### config.mk
export PLATFORM = sky130hd
export DESIGN_NAME = lru_key_tracker_core
export DESIGN_NICKNAME = d
export VERILOG_FILES = /design/src/sv/lrukt_pkg.sv /design/src/sv/lrukt_match.sv /design/src/sv/lru_key_tracker_core.sv
export SDC_FILE = /design/constraint.sdc
export NUM_CORES = 2
export LEC_CHECK = 0
export BUFFER_PORTS_ARGS = -buffer_cell sky130_fd_sc_hd__buf_2
export CORE_MARGIN = 2
export CORE_UTILIZATION = 39
export CTS_CLUSTER_SIZE = 40
export DETAILED_ROUTE_END_ITERATION = 10
export HOLD_SLACK_MARGIN = 0.1
export MAX_ROUTING_LAYER = met4
export PLACE_DENSITY = 0.62
export SLEW_MARGIN = 0
export SYNTH_ARGS = -nofsm -noshare
export SYNTH_HDL_FRONTEND = slang
export SYNTH_SLANG_ARGS = --single-unit
### constraint.sdc
create_clock -name clk -period 9.15 [get_ports clk]
set_clock_uncertainty 0.05 [all_clocks]
set_input_delay 0.915 -clock clk [delete_from_list [all_inputs] [get_ports clk]]
set_output_delay 0.915 -clock clk [all_outputs]
set_load 0.1 [all_outputs]
### src/sv/lrukt_pkg.sv
`timescale 1ns / 1ps
// ----------------------------------------------------------------------------
// lrukt_pkg
// Shared sizes, types and operation codes for the LRU key tracker.
// ----------------------------------------------------------------------------
package lrukt_pkg;

  localparam int ENTRIES   = 16;
  // Effective key width; the request key port is 32 bits, so keep this <= 32.
  localparam int KEY_WIDTH = 32;

  localparam int RANK_W = (ENTRIES > 1) ? $clog2(ENTRIES) : 1;
  localparam int IDX_W  = RANK_W;
  localparam int CNT_W  = $clog2(ENTRIES + 1);

  typedef logic [KEY_WIDTH-1:0] key_t;
  typedef logic [RANK_W-1:0]    rank_t;
  typedef logic [IDX_W-1:0]     idx_t;
  typedef logic [CNT_W-1:0]     cnt_t;

  typedef enum logic [2:0] {
    OP_INSERT = 3'd0,
    OP_TOUCH  = 3'd1,
    OP_ERASE  = 3'd2,
    OP_LOOKUP = 3'd3,
    OP_CLEAR  = 3'd4
  } op_t;

  // Result of the parallel key compare and slot searches.
  typedef struct packed {
    logic hit;
    idx_t hit_idx;
    idx_t free_idx;
    logic lru_found;
    idx_t lru_idx;
  } match_t;

endpackage

### src/sv/lrukt_match.sv
`timescale 1ns / 1ps
// ----------------------------------------------------------------------------
// lrukt_match
// Parallel key compare plus first-free and least-recent slot search.
// ----------------------------------------------------------------------------
module lrukt_match (
  input  lrukt_pkg::key_t                  key,
  input  lrukt_pkg::key_t                  keys  [lrukt_pkg::ENTRIES],
  input  logic [lrukt_pkg::ENTRIES-1:0]    valid,
  input  lrukt_pkg::rank_t                 ranks [lrukt_pkg::ENTRIES],
  input  lrukt_pkg::cnt_t                  count,
  output lrukt_pkg::match_t                match
);
  import lrukt_pkg::*;

  rank_t lru_rank;

  assign lru_rank = RANK_W'(count - cnt_t'(1));

  // Lowest index wins in every search.
  always_comb begin
    match = '0;
    for (int i = ENTRIES - 1; i >= 0; i--) begin
      if (valid[i] && keys[i] == key) begin
        match.hit     = 1'b1;
        match.hit_idx = IDX_W'(i);
      end
      if (!valid[i]) begin
        match.free_idx = IDX_W'(i);
      end
      if (valid[i] && ranks[i] == lru_rank) begin
        match.lru_found = 1'b1;
        match.lru_idx   = IDX_W'(i);
      end
    end
  end

endmodule

### src/sv/lru_key_tracker_core.sv
`timescale 1ns / 1ps
// ----------------------------------------------------------------------------
// lru_key_tracker_core
// Least-recently-used key tracker with parallel key compare.
// ----------------------------------------------------------------------------
// Holds up to ENTRIES keys with a rank per slot (0 = most recent). Each request
// (insert, touch, erase, lookup, clear) yields exactly one result with found,
// evicted, evicted_key and occupancy. Throughput is one request per cycle while
// the result side takes results: a request is captured in an input register,
// and one pass of compare/rank-update logic then writes the tracker state and
// the result register. Stalls on the result side hold the input register; a
// new request is taken in the same cycle the held one moves on. State is
// updated only when a request moves to the result register, so back-to-back
// requests always see prior updates.
module lru_key_tracker_core (
  input  logic        clk,
  input  logic        rst_n,
  input  logic        in_valid,
  output logic        in_ready,
  input  logic [2:0]  in_func,
  input  logic [31:0] in_req_key,
  output logic        out_valid,
  input  logic        out_ready,
  output logic        out_found,
  output logic        out_evicted,
  output logic [31:0] out_evicted_key,
  output logic [4:0]  out_occupancy
);
  import lrukt_pkg::*;

  // Tracker state
  key_t               key_r   [ENTRIES];
  logic [ENTRIES-1:0] valid_r, valid_nxt;
  rank_t              rank_r  [ENTRIES];
  rank_t              rank_nxt[ENTRIES];
  cnt_t               count_r, count_nxt;

  // Input register
  logic       stg_valid_r;
  logic [2:0] stg_func_r;
  key_t       stg_key_r;

  // Result register
  logic       out_valid_r;
  logic       found_r, evicted_r;
  key_t       ev_key_r;
  cnt_t       occ_r;

  logic   adv;
  match_t m;

  logic   found_c, evict_c, write_c, promote_c;
  key_t   ev_key_c;
  idx_t   sel;
  rank_t  pr;
  op_t    op;

  // Request in the input register moves on when the result slot frees up.
  assign adv      = stg_valid_r && (!out_valid_r || out_ready);
  assign in_ready = !stg_valid_r || adv;

  lrukt_match u_match (
    .key   (stg_key_r),
    .keys  (key_r),
    .valid (valid_r),
    .ranks (rank_r),
    .count (count_r),
    .match (m)
  );

  assign op = op_t'(stg_func_r);

  always_comb begin
    found_c   = 1'b0;
    evict_c   = 1'b0;
    write_c   = 1'b0;
    promote_c = 1'b0;
    ev_key_c  = '0;
    sel       = m.hit_idx;
    pr        = '0;
    valid_nxt = valid_r;
    rank_nxt  = rank_r;
    count_nxt = count_r;

    case (op)
      OP_INSERT: begin
        found_c = m.hit;
        if (m.hit) begin
          promote_c = 1'b1;
          pr        = rank_r[m.hit_idx];
        end else if (count_r >= cnt_t'(ENTRIES)) begin
          // full: reuse the least recent slot
          sel       = m.lru_found ? m.lru_idx : '0;
          evict_c   = 1'b1;
          ev_key_c  = key_r[sel];
          write_c   = 1'b1;
          promote_c = 1'b1;
          pr        = RANK_W'(count_r - cnt_t'(1));
        end else begin
          sel            = m.free_idx;
          valid_nxt[sel] = 1'b1;
          count_nxt      = count_r + cnt_t'(1);
          write_c        = 1'b1;
          promote_c      = 1'b1;
          pr             = RANK_W'(count_r);
        end
      end
      OP_TOUCH: begin
        found_c = m.hit;
        if (m.hit) begin
          promote_c = 1'b1;
          pr        = rank_r[m.hit_idx];
        end
      end
      OP_ERASE: begin
        found_c = m.hit;
        if (m.hit) begin
          valid_nxt[m.hit_idx] = 1'b0;
          rank_nxt[m.hit_idx]  = '0;
          for (int i = 0; i < ENTRIES; i++) begin
            if (valid_nxt[i] && rank_r[i] > rank_r[m.hit_idx]) begin
              rank_nxt[i] = rank_r[i] - rank_t'(1);
            end
          end
          count_nxt = count_r - cnt_t'(1);
        end
      end
      OP_LOOKUP: begin
        found_c = m.hit;
      end
      OP_CLEAR: begin
        valid_nxt = '0;
        for (int i = 0; i < ENTRIES; i++) begin
          rank_nxt[i] = '0;
        end
        count_nxt = '0;
      end
      default: begin
      end
    endcase

    // Promote: slots more recent than the target age by one, target to front.
    if (promote_c) begin
      for (int i = 0; i < ENTRIES; i++) begin
        if (valid_nxt[i] && IDX_W'(i) != sel && rank_r[i] < pr) begin
          rank_nxt[i] = rank_r[i] + rank_t'(1);
        end
      end
      rank_nxt[sel] = '0;
    end
  end

  // Control and tracker state
  always_ff @(posedge clk) begin
    if (!rst_n) begin
      stg_valid_r <= 1'b0;
      out_valid_r <= 1'b0;
      valid_r     <= '0;
      count_r     <= '0;
      for (int i = 0; i < ENTRIES; i++) begin
        rank_r[i] <= '0;
      end
    end else begin
      if (in_ready) begin
        stg_valid_r <= in_valid;
      end
      if (adv) begin
        out_valid_r <= 1'b1;
        valid_r     <= valid_nxt;
        count_r     <= count_nxt;
        rank_r      <= rank_nxt;
      end else if (out_ready) begin
        out_valid_r <= 1'b0;
      end
    end
  end

  // Payload registers
  always_ff @(posedge clk) begin
    if (in_valid && in_ready) begin
      stg_func_r <= in_func;
      stg_key_r  <= in_req_key[KEY_WIDTH-1:0];
    end
    if (adv) begin
      found_r   <= found_c;
      evicted_r <= evict_c;
      ev_key_r  <= ev_key_c;
      occ_r     <= count_nxt;
      if (write_c) begin
        key_r[sel] <= stg_key_r;
      end
    end
  end

  assign out_valid       = out_valid_r;
  assign out_found       = found_r;
  assign out_evicted     = evicted_r;
  assign out_evicted_key = 32'(ev_key_r);
  assign out_occupancy   = 5'(occ_r);

  // Assertions
  a_count_range: assert property (@(posedge clk) disable iff (!rst_n)
    count_r <= cnt_t'(ENTRIES))
    else $error("occupancy above table size");

  a_count_valid: assert property (@(posedge clk) disable iff (!rst_n)
    $countones(valid_r) == int'(count_r))
    else $error("occupancy does not match valid slots");

  a_evict_miss: assert property (@(posedge clk) disable iff (!rst_n)
    out_valid && out_evicted |-> !out_found)
    else $error("eviction reported on a hit");

  a_evict_full: assert property (@(posedge clk) disable iff (!rst_n)
    out_valid && out_evicted |-> out_occupancy == 5'(ENTRIES))
    else $error("eviction with table not full");

endmodule

# == Yosys cells after proc, flatten, opt, wreduce, memory -nomap -nowiden ==
# Cells that the tools add are included.
# word_totals
ff_bits,673
inputBits,39
output_inout_bits,41
elab_cells,417
# classes
add_sub_neg,34
magnitude_cmp,42
n_eq_ne,51
n_mux,139
bitwise_logic,12
reduce_logical,97
# ops
op,n
bitwise mux 512 bit,1
== test 32 bit,16
two-way mux 4 bit,75
two-way mux 5 bit,35
bitwise AND 64 bit,2
binary-select mux 32 bit (select 4 bit),1
demux 32 bit (select 4 bit),1
two-way mux 64 bit,2
inverter 64 bit,2
one-hot mux 64 bit (2 select lines),1
two-way mux 32 bit,3
logical AND 1 bit,86
"adder 4 x 1 -> 4 bit, second input constant",16
== test 4 bit,16
> comparator 4 bit,16
< comparator 4 bit,16
"subtractor 4 x 1 -> 4 bit, second input constant",16
two-way mux 16 bit,3
one-hot mux 16 bit (3 select lines),1
demux 4 bit (select 4 bit),2
"!= test 4 bit, first input constant",8
"greater-or-equal comparator 5 bit, second input constant",4
bitwise AND 16 bit,1
binary-select mux 4 bit (select 4 bit),1
other kinds (29),50

# == Longest topological paths before layout ==
# logic_depth
depth_word,32
ltp_mapped,32
depth_no_buf,29

# == Cells and area by module ==
# Synthesis repeated with hierarchy kept, for this count alone.
# hier_totals
hier_cells,3713
area_unflattened_um2,40891.7
# modules_own_cells
module,instances,cells_per_inst,area_each_um2
lru_key_tracker_core,1,2746,33400.8
lrukt_match,1,967,7490.9

# == Least setup slack after synthesis ==
# OpenSTA, ideal clock, no wires.
# synth_path
kind,register to register
startpoint,register stg_key_r[18]
endpoint,register rank_r[9] (netlist name)
t_arrival_ns,6.821
path_slack_ns,2.214
path_stages_with_launch,26
path_buffers,4
path_cell_list,edfxtp_1 -> buf_2 -> xor2_1 -> nor4b_1 -> nand4_1 -> or4_1 -> o211ai_1 -> and3_1 -> o221a_4 -> buf_6 -> clkbuf_1 -> clkbuf_1 -> nor2_1 -> a21oi_1 -> a21oi_1 -> o211ai_1 -> nor2_1 -> a21oi_1 -> ha_1 -> a21o_1 -> or4_1 -> o21a_1 -> or3_4 -> o221ai_1 -> o21ai_1 -> nor2_1
# synth_between
elab_chain_len,32
# synth_lines
element,line,source
"start, declared",lru_key_tracker_core.sv:41,key_t stg_key_r;
"start signal, assigned",lru_key_tracker_core.sv:182,stg_key_r <= in_req_key[KEY_WIDTH-1:0];
== test 32 bit,lrukt_match.sv:24,if (valid[i] && keys[i] == key) begin
logical AND 1 bit,lrukt_match.sv:24,
two-way mux 5 bit (15 in series),lrukt_match.sv:24,
two-way mux 5 bit *,lrukt_match.sv:24,
"parallel branches: the longest is 13 deep, another holds > comparator 4 bit",--,
two-way mux 64 bit *,lru_key_tracker_core.sv:143,if (promote_c) begin
"end signal, assigned",lru_key_tracker_core.sv:171,rank_r <= rank_nxt;
"end, declared",lru_key_tracker_core.sv:34,rank_t rank_r [ENTRIES];
# Every way passes the cells marked *. The select of a mux whose other input is x is not followed.
# A chain may end at the register's enable or synchronous reset.

# == Worst setup path after layout ==
# layout_path
startpoint,register stg_key_r[18]
endpoint,register rank_r[51] (netlist name)
# Same word-level chain as after synthesis.

==> results.sh <==
export IMPL_die_x_microns=338.2
export IMPL_worst_slew_pin_slew_ns=1.211
export IMPL_end_kind="flip-flop"
export IMPL_leakagePower_nw=16.01
export IMPL_setup_slack_ns=1.483
export IMPL_ys_flop_type="edfxtp_1"
export IMPL_multi_input_area_sq_mm=0.02267
export IMPL_syn_avg_cell_area_sq_um=10.41
export IMPL_synth_async_sr_flop_share_pct=0
export IMPL_min_period_ns=7.667
export IMPL_core_rowCount=122
export IMPL_ff_latch_area_sq_mm=0.01934
export IMPL_syn_area_sq_mm=0.04356
export IMPL_gr_usage_met2_pct=46.63
export IMPL_ioPinCount=80
export IMPL_clkSlewWorstSetupHoldPaths_ns=0.06
export IMPL_powerDensity_mw_per_mm2=157.8
export IMPL_maxCapViolCount=0
export IMPL_cp_max_fo=22
export IMPL_post_route_util_pct=43.54
export IMPL_synth_seq_cells=673
export IMPL_setup_viol=0
export IMPL_coreArea_sq_mm=0.1107
export IMPL_hold_viol=0
export IMPL_antenna_found_initial=6
export IMPL_cts_repair_resized=0
export IMPL_ys_types=113
export IMPL_n_fill_cell=10500
export IMPL_cp_start_kind="flip-flop"
export IMPL_drt_initial_drc_count=4765
export IMPL_vias=35940
export IMPL_placed_cells=5582
export IMPL_rr_endpoint="rank_r[51]"
export IMPL_ctsHoldBuffers=0
export IMPL_status="completed"
export IMPL_yosysSeqAreaShare_pct=44.40
export IMPL_hpwl_mm=136.0
export IMPL_dieHeight_microns=338.2
export IMPL_worstSetupPathType="reg -> reg"
export IMPL_numPortBuffers=79
export IMPL_h_tree_depth=3
export IMPL_wl_per_cell_microns=31.67
export IMPL_hold_end="stg_key_r[2]"
export IMPL_final_cell_mix="edfxtp_1 (586), xor2_1 (346), a21oi_1 (288)"
export IMPL_fin_nets=4362
export IMPL_drive_gt1_share_pct=9.736
export IMPL_place_ws_ns=1.693
export IMPL_syn_nets=4370
export IMPL_hp_class="in -> reg"
export IMPL_route_detailed_drc=0
export IMPL_track_usage_pct=31.69
export IMPL_setup_tns_ns=0
export IMPL_overflow=0
export IMPL_maxSlewHeadroom_pct=19.06
export IMPL_post_dp_cell_area_sq_mm=0.04544
export IMPL_cts_buffers_inserted=81
export IMPL_hold_start="in_req_key[2]"
export IMPL_rsz0062_at_grt="false"
export IMPL_gp_congestion=1.037
export IMPL_rrSetupSlack_ns=1.48
export IMPL_start_util_pct=39.36
export IMPL_r2r_start="stg_key_r[18]"
export IMPL_routed_wl_mm=181.6
export IMPL_fmax_mhz=130.4
export IMPL_hold_depth=1
export IMPL_p_total_mw=7.603
export IMPL_slew_violations=0
export IMPL_grtUsageMet1_pct=42.04
export IMPL_final_cells=5735
export IMPL_holdWs_ns=0.3540
export IMPL_clkLatencyLatePin_ns=0.68
export IMPL_stdcell_area_sq_mm=0.04819
export IMPL_clock_sinks=673
export IMPL_use_met3_pct=5.441
export IMPL_yosysWarningCount=0
export IMPL_layout_commonest_cell="edfxtp_1"
export IMPL_max_clock_path_buffers=3
export IMPL_synthCells=4185
export IMPL_area_growth_pct=10.63
export IMPL_vdd_drop_max_uv=159.5
export IMPL_worstRegToRegCells=27
export IMPL_die_area_sq_mm=0.1144
export IMPL_grt_max_degree=158
export IMPL_grt_busiest_layer="met2"
export IMPL_grt_pass1_vias=33090
export IMPL_grt_pass1_wl_mm=253.6
export IMPL_avgViaCountPerCell=6.266
export IMPL_critPathRequiredTime_ns=9.63
export IMPL_cp_arrival_ns=8.14
export IMPL_first_pass_iters=6
export IMPL_cts_setup_buffers=0
export IMPL_antenna_left=0
export IMPL_cts_tree="done"
export IMPL_clock_root_buffer="clkbuf_16"
export IMPL_fin_crit_sh_pct=83.79
export IMPL_synth_edf_count=586
flip-flops by register name, summed over array words and instances, names as in the netlist, 3 cells and up:
signal	cells
stg_key_r	32
out_evicted_key	32
out_occupancy	5
rank_r	64
op	3
count_r	5
valid_r	16
key_r	512
cell type report:
class                           count  area share, %
Sequential cell                   673          40.13
Clock inverter                     45          1.179
Tap cell                         1488          3.864
Antenna cell                        5        0.02597
Inverter                           95         0.7452
Timing Repair Buffer              181          2.513
Multi-Input combinational cell   3145          47.05
Clock buffer                      103          4.487
critical path, cell delays in order (launching register included):
cell       delay (ns)
edfxtp_1         1.05
buf_4            0.37
xor2_1           0.12
nor4_1           0.23
nand4_1          0.16
or4_1            0.60
o21ai_1          0.43
a21oi_1          0.15
o2111ai_1        0.24
a31o_2           0.26
nand3_1          0.36
o21ai_0          0.28
a21oi_1          0.06
o21ai_0          0.36
or2_2            0.61
buf_4            0.27
ha_1             0.25
nand4_1          0.09
nand2_1          0.06
nor2_1           0.25
nand2_1          0.11
nor4_1           0.29
nor3_1           0.07
o21ai_0          0.14
o21ai_0          0.12
and3_1           0.21
a211oi_1         0.21
a21oi_1          0.10
cells in the mapped netlist, types with 22 or more instances:
library cell  number  share of area (%)
nand2_1          278                2.4
dfxtp_1           87                4.0
edfxtp_1         586                 40
nand2b_1          58               0.83
xor2_1           346                7.0
mux4_2            32                1.7
nor2b_1          164                2.4
nor3_1            79               0.91
ha_1             146                4.2
o21ai_0          161                1.8
buf_2             42               0.48
xnor2_1          209                4.2
nand3_1           88                1.0
buf_4             34               0.59
a211oi_1         150                2.6
a21oi_1          290                3.3
a31oi_1           37               0.53
mux2i_1          138                3.2
and2_1            58               0.83
nor4_1           162                2.3
clkbuf_1         166                1.4
xnor3_1           22                1.1
nor2_1           189                1.6
nand4_1          134                1.9
inv_1             93               0.80
how the worst max path moves through the flow:
stage / from / end / depth (start not counted)
CTS: stg_key_r[18] / rank_r[35] / 27
finish: stg_key_r[18] / rank_r[51] / 27
global route: stg_key_r[18] / rank_r[35] / 27
floorplan: stg_key_r[18] / rank_r[9] / 25
detailed placement: stg_key_r[18] / rank_r[35] / 27
global placement: stg_key_r[18] / rank_r[35] / 27
layer usage:
metal | routed length [microns] | up-vias
li1 | - | 15650
met1 | 74940 | 17740
met2 | 79200 | 2131
met3 | 16450 | 416
met4 | 11020 | 0
met5 | 0 | -
cell families (layout without fill, tap and decap cells):
| family | count (synthesis) | after routing | share of synthesized area (%) |
|---|---|---|---|
| flops | 673 | 673 | 44.40 |
| compound gates | 875 | 875 | 12.82 |
| buf+inv | 367 | 424 | 3.941 |
| simple gates | 1367 | 1367 | 17.16 |
| fa+ha+maj | 146 | 146 | 4.194 |
| mux | 176 | 176 | 4.990 |
| other cells | 0 | 5 | 0 |
| xor+xnor | 581 | 581 | 12.50 |
report_power, final:
part	switching [mW]	internal, mW	total (mW)
logic	0.532	0.236	0.768
registers	0.0822	3.37	3.45
clock network	1.42	1.97	3.39
total	2.03	5.57	7.60
Note: power is estimated with default switching activity, not from simulation.
